$ cat config.mk
export PLATFORM = sky130hd
export DESIGN_NAME = mouse_delta_to_quadrature_core
export DESIGN_NICKNAME = d
export VERILOG_FILES = /design/src/rtl/mdq_pkg.sv /design/src/rtl/mouse_delta_to_quadrature_core.sv /design/src/rtl/mdq_axis.sv /design/src/rtl/mdq_merge.sv
export SDC_FILE = /design/constraint.sdc
export NUM_CORES = 1
export LEC_CHECK = 0
export BUFFER_PORTS_ARGS = -buffer_cell sky130_fd_sc_hd__buf_2
export CAP_MARGIN = 20
export CORE_UTILIZATION = 51
export DETAILED_ROUTE_END_ITERATION = 8
export GPL_TIMING_DRIVEN = 0
export PLACE_DENSITY_LB_ADDON = 0.15
export SYNTH_ARGS = -nofsm -noshare
export SYNTH_HDL_FRONTEND = slang
export SYNTH_HIERARCHICAL = 1
export SYNTH_SLANG_ARGS = --single-unit
$ cat constraint.sdc
create_clock -name clk -period 5.25 [get_ports clk]
set_input_delay 0 -clock clk [delete_from_list [all_inputs] [get_ports clk]]
set_output_delay 0 -clock clk [all_outputs]
set_load 0.03 [all_outputs]
$ cat src/rtl/mdq_pkg.sv
// mdq_pkg: shared types and constants for the mouse delta to quadrature core
// no dependencies; imported by the axis lane, the line merge and the top level

package mdq_pkg;

  // action codes of an input item
  localparam logic ACT_TICK   = 1'b0;
  localparam logic ACT_REPORT = 1'b1;

  // step count saturation and accumulator phase byte position
  localparam logic [7:0] COUNT_MAX   = 8'hff;
  localparam int         PHASE_SHIFT = 8;

  // line vector layout: quadrature lines from bit0, buttons above
  localparam int LINE_W   = 6;
  localparam int X_A_BIT  = 0;
  localparam int X_B_BIT  = 1;
  localparam int Y_A_BIT  = 2;
  localparam int Y_B_BIT  = 3;
  localparam int BTN0_BIT = 4;
  localparam int BTN1_BIT = 5;

  // line levels after reset: quadrature low, both buttons released
  localparam logic [LINE_W-1:0] LINES_RESET = 6'b11_0000;

  // what one axis lane reports for an item
  typedef struct packed {
    logic       drive;  // lane moved its phase, lines below are valid
    logic [1:0] lines;  // bit0 line A, bit1 line B
  } lane_out_t;

endpackage

$ cat src/rtl/mouse_delta_to_quadrature_core.sv
// mouse_delta_to_quadrature_core: top level with two axis lanes, line merge and output buffer
// depends on mdq_pkg, mdq_axis and mdq_merge
//
// Takes timer ticks and mouse reports, one item per clock while in_stall is low, and returns
// for every item the levels of all six lines as they stand after it: two quadrature pairs and
// two active-low button lines. The x and y lanes update in the cycle an item is accepted and
// the result is registered in the output register, or in a skid register behind it while the
// output side stalls; the sustained rate is one item per cycle while the output side does not
// stall. The skid register keeps the input open for one more item while the output side
// stalls; the input stalls only once both hold an item.

module mouse_delta_to_quadrature_core (
  input  logic              clk,
  input  logic              rst_n,
  input  logic              in_valid,
  output logic              in_stall,
  input  logic              in_action,
  input  logic [1:0]        in_buttons,
  input  logic signed [7:0] in_dx,
  input  logic signed [7:0] in_dy,
  output logic              out_valid,
  input  logic              out_stall,
  output logic              out_x_a,
  output logic              out_x_b,
  output logic              out_y_a,
  output logic              out_y_b,
  output logic              out_first_button_n,
  output logic              out_second_button_n
);
  import mdq_pkg::*;

  logic              in_acc;
  logic              is_report;
  lane_out_t         x_res;
  lane_out_t         y_res;
  logic [LINE_W-1:0] lines_nxt;
  logic [LINE_W-1:0] lines_cur;

  logic              out_valid_r, out_valid_nxt;
  logic              skid_valid_r, skid_valid_nxt;
  logic [LINE_W-1:0] out_data_r, out_data_nxt;
  logic [LINE_W-1:0] skid_data_r, skid_data_nxt;
  logic              out_take;

  assign in_stall  = skid_valid_r;
  assign in_acc    = in_valid && !in_stall;
  assign is_report = (in_action == ACT_REPORT);

  // axis lanes
  mdq_axis u_x_lane (
    .clk       (clk),
    .rst_n     (rst_n),
    .step_en   (in_acc),
    .is_report (is_report),
    .d         (in_dx),
    .res       (x_res)
  );

  mdq_axis u_y_lane (
    .clk       (clk),
    .rst_n     (rst_n),
    .step_en   (in_acc),
    .is_report (is_report),
    .d         (in_dy),
    .res       (y_res)
  );

  // merge of lane results and button lines
  mdq_merge u_merge (
    .clk       (clk),
    .rst_n     (rst_n),
    .step_en   (in_acc),
    .is_report (is_report),
    .buttons   (in_buttons),
    .x_res     (x_res),
    .y_res     (y_res),
    .lines_nxt (lines_nxt),
    .lines_cur (lines_cur)
  );

  // output register with skid stage
  assign out_take = out_valid_r && !out_stall;

  always_comb begin
    out_valid_nxt  = out_valid_r;
    skid_valid_nxt = skid_valid_r;
    out_data_nxt   = out_data_r;
    skid_data_nxt  = skid_data_r;
    if (skid_valid_r) begin
      if (out_take) begin
        out_data_nxt   = skid_data_r;
        skid_valid_nxt = 1'b0;
      end
    end else if (in_acc) begin
      if (!out_valid_r || out_take) begin
        out_data_nxt  = lines_nxt;
        out_valid_nxt = 1'b1;
      end else begin
        skid_data_nxt  = lines_nxt;
        skid_valid_nxt = 1'b1;
      end
    end else if (out_take) begin
      out_valid_nxt = 1'b0;
    end
  end

  always_ff @(posedge clk) begin
    if (!rst_n) begin
      out_valid_r  <= 1'b0;
      skid_valid_r <= 1'b0;
    end else begin
      out_valid_r  <= out_valid_nxt;
      skid_valid_r <= skid_valid_nxt;
    end
  end

  always_ff @(posedge clk) begin
    out_data_r  <= out_data_nxt;
    skid_data_r <= skid_data_nxt;
  end

  // result ports
  assign out_valid           = out_valid_r;
  assign out_x_a             = out_data_r[X_A_BIT];
  assign out_x_b             = out_data_r[X_B_BIT];
  assign out_y_a             = out_data_r[Y_A_BIT];
  assign out_y_b             = out_data_r[Y_B_BIT];
  assign out_first_button_n  = out_data_r[BTN0_BIT];
  assign out_second_button_n = out_data_r[BTN1_BIT];

  // skid holds an item only behind a full output register
  a_skid_behind_out: assert property (@(posedge clk) disable iff (!rst_n)
    skid_valid_r |-> out_valid_r)
    else $error("skid stage full while output register empty");

  // a report never moves the quadrature lines
  a_report_keeps_quad: assert property (@(posedge clk) disable iff (!rst_n)
    (in_acc && is_report) |-> (lines_nxt[Y_B_BIT:X_A_BIT] == lines_cur[Y_B_BIT:X_A_BIT]))
    else $error("report changed quadrature lines");

  // a tick never moves the button lines
  a_tick_keeps_buttons: assert property (@(posedge clk) disable iff (!rst_n)
    (in_acc && !is_report) |-> (lines_nxt[BTN1_BIT:BTN0_BIT] == lines_cur[BTN1_BIT:BTN0_BIT]))
    else $error("tick changed button lines");

  // an accepted item always reaches the output side on the next cycle
  a_item_buffered: assert property (@(posedge clk) disable iff (!rst_n)
    in_acc |=> out_valid_r)
    else $error("accepted item lost");

endmodule

$ cat src/rtl/mdq_axis.sv
// mdq_axis: one axis lane with step count, signed rate, accumulator and phase
// depends on mdq_pkg

module mdq_axis (
  input  logic              clk,
  input  logic              rst_n,
  input  logic              step_en,
  input  logic              is_report,
  input  logic signed [7:0] d,
  output mdq_pkg::lane_out_t res
);
  import mdq_pkg::*;

  logic        [15:0] accum_r, accum_nxt;
  logic signed [15:0] rate_r, rate_nxt;
  logic        [7:0]  pending_r, pending_nxt;
  logic        [7:0]  phase_r, phase_nxt;

  logic        [8:0]  d_ext;
  logic        [8:0]  mag;
  logic        [8:0]  cnt_sum;
  logic signed [17:0] rate_sum;
  logic        [15:0] accum_sum;
  logic        [7:0]  hi;
  logic               moving;
  logic               phase_move;

  // report arithmetic: magnitude into the count, twice the move into the rate
  assign d_ext    = {d[7], d};
  assign mag      = d[7] ? 9'(-d_ext) : d_ext;
  assign cnt_sum  = {1'b0, pending_r} + mag;
  assign rate_sum = {{2{rate_r[15]}}, rate_r} + {{9{d[7]}}, d, 1'b0};

  // tick arithmetic: wrapping accumulator and its phase byte
  assign accum_sum  = accum_r + $unsigned(rate_r);
  assign hi         = accum_sum[PHASE_SHIFT +: 8];
  assign moving     = (pending_r != 8'd0);
  assign phase_move = moving && (hi != phase_r);

  // next state of the lane
  always_comb begin
    accum_nxt   = accum_r;
    rate_nxt    = rate_r;
    pending_nxt = pending_r;
    phase_nxt   = phase_r;
    if (step_en) begin
      if (is_report) begin
        pending_nxt = (cnt_sum > {1'b0, COUNT_MAX}) ? COUNT_MAX : cnt_sum[7:0];
        if (rate_sum > 18'sd32767) begin
          rate_nxt = 16'sh7fff;
        end else if (rate_sum < -18'sd32768) begin
          rate_nxt = -16'sh8000;
        end else begin
          rate_nxt = rate_sum[15:0];
        end
      end else if (!moving) begin
        rate_nxt = '0;
      end else begin
        accum_nxt = accum_sum;
        if (phase_move) begin
          phase_nxt   = hi;
          pending_nxt = pending_r - 8'd1;
        end
      end
    end
  end

  // lane state registers
  always_ff @(posedge clk) begin
    if (!rst_n) begin
      accum_r   <= '0;
      rate_r    <= '0;
      pending_r <= '0;
      phase_r   <= '0;
    end else begin
      accum_r   <= accum_nxt;
      rate_r    <= rate_nxt;
      pending_r <= pending_nxt;
      phase_r   <= phase_nxt;
    end
  end

  // line pattern of the new phase: A = bit0 xor bit1, B = bit1
  assign res.drive = step_en && !is_report && phase_move;
  assign res.lines = {hi[1], hi[0] ^ hi[1]};

endmodule

$ cat src/rtl/mdq_merge.sv
// mdq_merge: holds the quadrature and button line levels and merges lane results
// depends on mdq_pkg

module mdq_merge (
  input  logic                         clk,
  input  logic                         rst_n,
  input  logic                         step_en,
  input  logic                         is_report,
  input  logic [1:0]                   buttons,
  input  mdq_pkg::lane_out_t           x_res,
  input  mdq_pkg::lane_out_t           y_res,
  output logic [mdq_pkg::LINE_W-1:0]   lines_nxt,
  output logic [mdq_pkg::LINE_W-1:0]   lines_cur
);
  import mdq_pkg::*;

  logic [LINE_W-1:0] lines_r;

  // buttons follow a report, each axis pair follows its own lane on a tick
  always_comb begin
    lines_nxt = lines_r;
    if (step_en) begin
      if (is_report) begin
        lines_nxt[BTN0_BIT] = ~buttons[0];
        lines_nxt[BTN1_BIT] = ~buttons[1];
      end else begin
        if (x_res.drive) begin
          lines_nxt[X_A_BIT] = x_res.lines[0];
          lines_nxt[X_B_BIT] = x_res.lines[1];
        end
        if (y_res.drive) begin
          lines_nxt[Y_A_BIT] = y_res.lines[0];
          lines_nxt[Y_B_BIT] = y_res.lines[1];
        end
      end
    end
  end

  // line levels: quadrature low, buttons released after reset
  always_ff @(posedge clk) begin
    if (!rst_n) begin
      lines_r <= LINES_RESET;
    end else begin
      lines_r <= lines_nxt;
    end
  end

  assign lines_cur = lines_r;

endmodule

# ---- Word-level counts from Yosys, hierarchy flattened
# Cells that the tools add are included.
dict set report totals {
  regBits 116
  latch_bits 0
  mem_bits_rw 0
  romBits 0
  input_bits 23
  output_inout_bits 8
  elab_cells 108
  memories 0
}
dict set report op_classes {
  add_sub_neg 10
  mul 0
  div_mod_pow 0
  magnitude_cmp 6
  eq_ne 6
  n_shift 0
  muxes 34
  bitwise_logic 7
  reduce_logical 32
}
# operator count
set ops {}
lappend ops {{$mux 16} 8}
lappend ops {{$mux 8} 8}
lappend ops {{$gt 18x16->1 const B} 2}
lappend ops {{$lt 18x16->1 const B} 2}
lappend ops {{$add 16x9->17} 2}
lappend ops {{$add 16x16->16} 2}
lappend ops {{$mux 6} 5}
lappend ops {{$reduce_and 3->1} 7}
lappend ops {{$add 8x9->9} 2}
lappend ops {{$gt 9x8->1 const B} 2}
lappend ops {{$mux 9} 2}
lappend ops {{$neg 9->9} 2}
lappend ops {{$ne 8x8->1} 2}
lappend ops {{$reduce_bool 8->1} 2}
lappend ops {{$sub 8x1->8 const B} 2}
lappend ops {{$reduce_bool 2->1} 7}
lappend ops {{$reduce_and 4->1} 2}
lappend ops {{$logic_and 1x1->1} 7}
lappend ops {{$mux 1} 7}
lappend ops {{$mux 2} 3}
lappend ops {{$ne 2x2->1 const B} 3}
lappend ops {{$not 1->1} 5}
lappend ops {{$logic_not 1->1} 4}
lappend ops {{$mux 4} 1}
lappend ops {{other kinds (4)} 6}

# ---- Depth between registers and ports, before layout
# Gate-level depths: netlist (run 1).
dict set report logic_depth {
  word_depth 10
  ltp_mapped 16
  depth_no_buf 16
}

# ---- Modules after synthesis
# The synthesis (run 1) kept the hierarchy.
# module instances cells_each area_each_um2 seq_area_each_um2
set modules_own_cells {}
lappend modules_own_cells {{mdq_axis (u_x_lane)} 1 541 4199.0 960.9}
lappend modules_own_cells {{mdq_axis (u_y_lane)} 1 497 3943.8 960.9}
lappend modules_own_cells {mouse_delta_to_quadrature_core 1 33 575.6 400.4}
lappend modules_own_cells {mdq_merge 1 32 302.8 120.1}

# ---- Worst setup path before layout (run 1)
# Ideal clock, no wire load.
dict set report synth_path {
  path_type {reg2reg}
  start {register u_x_lane.accum_r[0]}
  end {register out_data_r[0], data pin}
  setup_time_ns 0.260
  arrival_ns 3.433
  required_time_ns 4.990
  setup_slack_ns 1.557
  stages_incl_launch_ff 16
  path_buffers 1
  period_less_slack_ns 3.693
  cell_sequence {dfxtp_1 > ha_1 > inv_1 > fa_1 > and2b_1 > o2111ai_1 > a21o_1 > a221oi_2 > xnor2_1 > nand4_2 > nor3_4 > a21oi_1 > buf_2 > nand3b_1 > mux2_2 > mux2_4}
}
# element line
set synth_lines {}
lappend synth_lines {{from (decl)} mdq_axis.sv:14} ;# logic [15:0] accum_r, accum_nxt;
lappend synth_lines {{from (signal assigned)} mdq_axis.sv:76} ;# accum_r <= accum_nxt;
lappend synth_lines {{to (signal assigned)} mouse_delta_to_quadrature_core.sv:118} ;# out_data_r <= out_data_nxt;
lappend synth_lines {{to (decl)} mouse_delta_to_quadrature_core.sv:41} ;# logic [LINE_W-1:0] out_data_r, out_data_nxt;

==> impl_metrics.json, run 1 <==
{
  "die_h_um": 135,
  "synthArstFlopShare_pct": 0,
  "dieArea_mm2": 0.0182,
  "hold_slack_ns": 0.0596,
  "syn_avg_cell_area_um2": 8.18,
  "antenna_cells": 0,
  "first_pass_iters": 5,
  "clkLatencyLatePin_ns": 0.42,
  "synthCells": 1103,
  "synth-main-ff-cell": "dfxtp_1",
  "r2r-start": "u_x_lane/rate_r[0]",
  "crit_path_start_kind": "register",
  "drt-total-wl_um": 21700,
  "drc": 0,
  "clockBufferDepth": 2,
  "vias": 7996,
  "cap_violations": 0,
  "yosys-top-cells-area": "dfxtp_1 (23%), ha_1 (11%), nand2_1 (6.5%)",
  "area_growth_pct": 12.5,
  "drv_slew": 0,
  "power_leakage_nw": 4.39,
  "ys_ff_latch": 116,
  "slew_headroom_pct": 54.5,
  "core_area_mm2": 0.0173,
  "hp-start": "in_dx[0]",
  "grt_use_met1_pct": 30.5,
  "syn-cell-area_mm2": 0.00902,
  "ir_drop_uv": 253,
  "drt-initial-drc-count": 369,
  "finClkSkew_ns": 0.0127,
  "crit_path_end_kind": "register",
  "grt_first_pass_wirelength_um": 36600,
  "gr-total-overflow": 0,
  "use_met2_pct": 45.1,
  "start_util_pct": 52.2,
  "antenna_found_initial": 0,
  "rows": 48,
  "worst_hold_path.num_cells": 4,
  "reg2reg_depth": 15,
  "criticalPathCategory": "reg2reg",
  "final-hold-violation-count": 0,
  "drive_gt1_share_pct": 9.80,
  "critPathArrivalTime_ns": 4.54,
  "r2r_slack_ns": 0.88,
  "die_w_um": 135,
  "ios": 31,
  "gp_congestion": 0.904,
  "grt_setup_unrepaired": "false",
  "synth_area_leader_cell": "dfxtp_1",
  "setup_viol": 0,
  "synth.distinct_cells": 97,
  "final.setup.tns_ns": 0,
  "ctsHtreeMaxLevel": 4,
  "io_buffers": 30,
  "cp_max_fo": 10,
  "grt_usage_pct": 25.2,
  "cp.required_ns": 5.42,
  "finalCritPeriodShare_pct": 83.1,
  "path_clk_slew_ns": 0.05,
  "grt_use_met3_pct": 3.53,
  "nNetsFinal": 1272,
  "vias_per_cell": 5.72,
  "worst_slew_pin_slew_ns": 0.680,
  "globalRoute.busiestLayer": "met2",
  "root_buffer": "clkbuf_16",
  "status": "complete, no violations",
  "power_density_mw_per_mm2": 411,
  "numCtsBuffers": 17,
  "cts_tree": "yes",
  "yosysMostFrequentCell": "nand2_1",
  "ys_seq_area_share_pct": 27.1,
  "syn_nets": 1214,
  "wl_per_cell_um": 15.5,
  "postCtsResizedCells": 0,
  "cts.sinks": 116,
  "synth_top_cell_area_share_pct": 23.1,
  "min_period_ns": 4.37,
  "place_hpwl_um": 16600,
  "yosys-top-cells-count": "nand2_1 (156), dfxtp_1 (104), a21oi_1 (103), nor2_1 (87), ha_1 (82)",
  "holdPathEnd": "u_x_lane/pending_r[0]",
  "ys_warn_count": 6,
  "grt_pass1_vias": 7630,
  "synth_edf_count": 12,
  "r2r_end": "out_data_r[0]",
  "hold_class": "in2reg",
  "max_freq_mhz": 229,
  "grt_max_degree": 17,
  "postRouteAntennaNets": 0
}
==> worst max path at each step <==
stage | slack, ns | depth (start not counted) | from | end
final | 0.88 | 15 | u_x_lane/rate_r[0] | out_data_r[0]
after floorplan | 1.56 | 15 | u_x_lane/accum_r[0] | out_data_r[0]
after CTS | 0.87 | 15 | u_x_lane/rate_r[0] | out_data_r[0]
after global routing | 0.59 | 15 | u_x_lane/accum_r[0] | out_data_r[0]
after detailed placement | 0.89 | 15 | u_x_lane/rate_r[0] | out_data_r[0]
after global placement | 0.91 | 15 | u_x_lane/rate_r[0] | out_data_r[0]
==> power breakdown <==
group / internal (W) / switching (W)
sequential: 0.00102 / 0.000138
combinational: 0.000762 / 0.00105
clock: 0.000797 / 0.000403
total: 0.00258 / 0.00159
==> per-layer routing <==
layer / share of wire [%] / routed length [um]
met1: 46 / 10000
met2: 49 / 10700
met3: 2.3 / 509
met4: 2.3 / 506
met5: 0 / 0
==> layout by cell type, fill, tap and decap left out, types with 9 or more instances in the layout <==
master / Yosys / layout
a211oi_1: 13 / 13
a21o_1: 35 / 35
a21oi_1: 103 / 103
a221oi_1: 13 / 13
a31oi_1: 20 / 20
buf_2: 4 / 34
clkbuf_1: 30 / 32
clkbuf_16: 0 / 17
dfxtp_1: 104 / 104
dlygate4sd3_1: 0 / 9
edfxtp_1: 12 / 12
ha_1: 82 / 82
inv_1: 45 / 45
nand2_1: 156 / 156
nand2b_1: 11 / 11
nand3_1: 27 / 27
nor2_1: 87 / 87
nor2b_1: 12 / 12
nor3_1: 23 / 23
o211ai_1: 9 / 9
o21a_1: 13 / 13
o21ai_0: 50 / 50
xnor2_1: 55 / 55
xor2_1: 24 / 24
==> cell type report <==
cell class,instances,area (um^2)
clock inverters,12,160
multi-input cells,900,6210
clock buffers,20,447
plain buffers,41,196
fillers,1613,7150
repair buffers,39,240
flip-flops and latches,116,2440
inverters,46,173
well taps,225,282
==> flip-flops by register name (all words and copies together) (netlist names), 8 cells and up <==
register and flops:
u_x_lane/accum_r 16, u_x_lane/rate_r 16, u_y_lane/accum_r 16, u_y_lane/rate_r 16, u_x_lane/pending_r 8, u_x_lane/phase_r 8
u_y_lane/pending_r 8, u_y_lane/phase_r 8
==> cell families after synthesis <==
kind of cell    count (synthesis)  share of synthesized area (%)
compound gates                334                           24.8
xor+xnor                       87                           9.58
fa+ha+maj                      88                           12.7
buf+inv                        87                           4.09
flops                         116                           27.1
mux                            18                           2.39
simple gates                  373                           19.3
==> per-stage QoR <==
| step | worst slack [ns] | power, W | util (%) | std cells | instance area [um^2] |
|---|---|---|---|---|---|
| after detailed placement | 0.890 | 0.00296 | 54.7 | 1358 | 9450 |
| after floorplan | 1.56 | 0.00256 | - | 1103 | 9020 |
| after CTS | 0.872 | 0.00418 | 58.7 | 1399 | 10100 |
| after global placement | 0.913 | 0.00294 | 54.7 | 1358 | 9450 |
| final | 0.885 | 0.00417 | 58.7 | 1399 | 10100 |
| after global routing | 0.590 | 0.00446 | 58.7 | 1399 | 10100 |
==> critical path, stage by stage (launching register included) <==
cell	delay, ns
dfxtp_1	0.34
ha_1	0.18
inv_1	0.06
fa_1	0.37
and2b_1	0.24
o2111ai_1	0.21
a21o_1	0.29
a221oi_2	0.54
xnor2_1	0.21
nand4_2	0.16
nor3_4	0.29
a21oi_1	0.15
buf_2	0.20
nand3b_1	0.22
mux2_2	0.38
mux2_4	0.26
==> what timing repair did <==
action,4_1_cts,5_1_grt
hold endpoints to repair,10,0
hold buffers,9,0
buffers inserted,0,0
No activity file was read; power rests on OpenSTA's default activity.
==> run 2, diff against run 1 <==
- clock period: 5.25 -> 4.35 ns (I/O delays scaled with it)
==> run 2 against run 1 <==
Against the previous run:
- cell area up 0.60%
- hold slack gained 0.0020 ns
- global-route usage is 0.081 points higher
- count of clock-buffer cells in the layout unchanged
- largest power group unchanged
==> impl_metrics.json, run 2 (synthesis gave the netlist of run 1 again) <==
{
  "finalCritPeriodShare_pct": 93.9,
  "cap_violations": 0,
  "fill_cells": 1605,
  "grt_max_degree": 17,
  "worst_slew_pin_slew_ns": 0.672,
  "max_freq_mhz": 245,
  "ctsHtreeMaxLevel": 4,
  "critPathArrivalTime_ns": 4.25,
  "mostFrequentLayoutCells": "nand2_1 (156), dfxtp_1 (104), a21oi_1 (103)",
  "crit_path_end_kind": "register",
  "endpoint": "out_data_r[0]",
  "postRouteAntennaNets": 0,
  "reg2reg_depth": 15,
  "cp.required_ns": 4.52,
  "drt-total-wl_um": 21800,
  "numCtsBuffers": 17,
  "crit_slowest_cell": "a221oi_4",
  "place_area_mm2": 0.00945,
  "crit_chain": "ha_1 -> inv_1 -> fa_1 -> and2b_1 -> o2111ai_2 -> a21o_1 -> a221oi_4 -> xnor2_1 -> nand4_2 -> nor3_4 -> a21oi_1 -> buf_2 -> nand3b_1 -> mux2_2 -> mux2_4",
  "critPathMaxStageDelay_ns": 0.39,
  "clockBufferDepth": 2,
  "final-hold-violation-count": 0,
  "wl_per_cell_um": 15.5,
  "clkLatencyLatePin_ns": 0.42,
  "design_area_mm2": 0.0102,
  "r2r-start": "u_x_lane/rate_r[0]",
  "die_h_um": 135,
  "cts_tree": "yes",
  "power_density_mw_per_mm2": 497,
  "place_hpwl_um": 16600,
  "worstSetupStartpoint": "u_x_lane/rate_r[0]",
  "dieArea_mm2": 0.0182,
  "status": "complete, no violations",
  "cp_max_fo": 10,
  "grt_usage_pct": 25.3,
  "regArea_mm2": 0.00244,
  "io_buffers": 30,
  "start_util_pct": 52.2,
  "area_growth_pct": 13.2,
  "grt_first_pass_wirelength_um": 36700,
  "die_w_um": 135,
  "drt-initial-drc-count": 402,
  "ir_drop_uv": 305,
  "drc": 0,
  "crit_path_start_kind": "register",
  "multi_input_area_mm2": 0.00623,
  "drive_gt1_share_pct": 10.3,
  "setup_viol": 0,
  "grt_pass1_vias": 7664,
  "nNetsFinal": 1277,
  "antenna_cells": 0,
  "first_pass_iters": 5,
  "r2r_end": "out_data_r[0]",
  "rows": 48,
  "gp_congestion": 0.904,
  "power_leakage_nw": 4.42,
  "path_clk_slew_ns": 0.06,
  "vias": 8019,
  "slew_headroom_pct": 55.2,
  "ios": 31,
  "vias_per_cell": 5.71,
  "r2r_slack_ns": 0.26,
  "min_period_ns": 4.09,
  "antenna_found_initial": 0,
  "final_util_pct": 59.0,
  "root_buffer": "clkbuf_16",
  "gr-total-overflow": 0,
  "core_area_mm2": 0.0173,
  "hold_class": "in2reg",
  "drv_slew": 0,
  "criticalPathCategory": "reg2reg",
  "final_common_cell": "nand2_1",
  "cts.sinks": 116,
  "finClkSkew_ns": 0.0132
}
==> run 2: cell count changes in the layout (fill, tap and decap cells not counted), sizes merged <==
cell  delta
buf      +5
==> run 2: worst min path at each step <==
stage,start,end,slack [ns],depth (start not counted)
after CTS,in_dx[0],u_x_lane/pending_r[0],0.06,4
final,in_dx[0],u_x_lane/pending_r[0],0.06,4
after floorplan,rst_n,u_y_lane/pending_r[6],0.12,1
after global placement,in_buttons[0],u_merge/lines_cur[4],0.24,2
after detailed placement,in_buttons[0],u_merge/lines_cur[4],0.25,2
after global routing,in_dx[0],u_x_lane/rate_r[1],0.1,4
==> run 2: final cells by class <==
type | instances | share of cell area [%]
Multi-Input combinational cell | 900 | 61.0
Buffer | 41 | 1.92
Clock buffer | 20 | 4.37
Timing Repair Buffer | 44 | 2.72
Clock inverter | 12 | 1.57
Sequential cell | 116 | 23.9
Tap cell | 225 | 2.76
Inverter | 46 | 1.69
==> run 2: what timing repair did <==
item / in CTS / in global routing
endpoints found under the hold margin: 10 / 0
setup buffers: 0 / 5
resized for setup: 1 / 2
pin swaps: 0 / 3
setup endpoints to repair: 2 / 4
hold buffers: 9 / 0
==> run 2: routing by layer <==
metal	vias up	part of all wire [%]	GRT usage, %	wire [um]
li1	4122	-	-	-
met1	3737	46	30.6	9920
met5	-	0	0	0
met4	0	2.5	10.0	542
met3	36	2.7	3.53	580
met2	124	49	45.1	10700
==> run 2: power by group <==
| part | leakage [nW] | total, W | internal, W | switching (W) |
|---|---|---|---|---|
| registers | 0.960 | 0.00140 | 0.00123 | 0.000166 |
| logic | 3.16 | 0.00223 | 0.000948 | 0.00128 |
| clock network | 0.298 | 0.00145 | 0.000962 | 0.000486 |
| total | 4.42 | 0.00507 | 0.00314 | 0.00193 |
==> run 2: per-stage QoR <==
stage	setup TNS (ns)	instances	hold slack, ns	setup slack [ns]	total power, W
after floorplan	0	1103	0.118	0.657	0.00309
final	0	1404	0.0616	0.265	0.00507
after global placement	0	1358	0.239	0.0130	0.00355
after detailed placement	-0.0104	1358	0.246	-0.00979	0.00357
after global routing	-0.00188	1404	0.0981	-0.00166	0.00542
after CTS	0	1399	0.0602	0.103	0.00505
==> run 2: critical path, delay by kind of cell (launching register included) <==
family / cells / cell delay (ns)
AOI/OAI and AO/OA: 4 / 0.98
and+or+nand+nor: 4 / 0.86
muxes: 2 / 0.64
adders and majority gates: 2 / 0.55
DFF: 1 / 0.34
buffers and inverters: 2 / 0.26
xor gates and xnor gates: 1 / 0.19
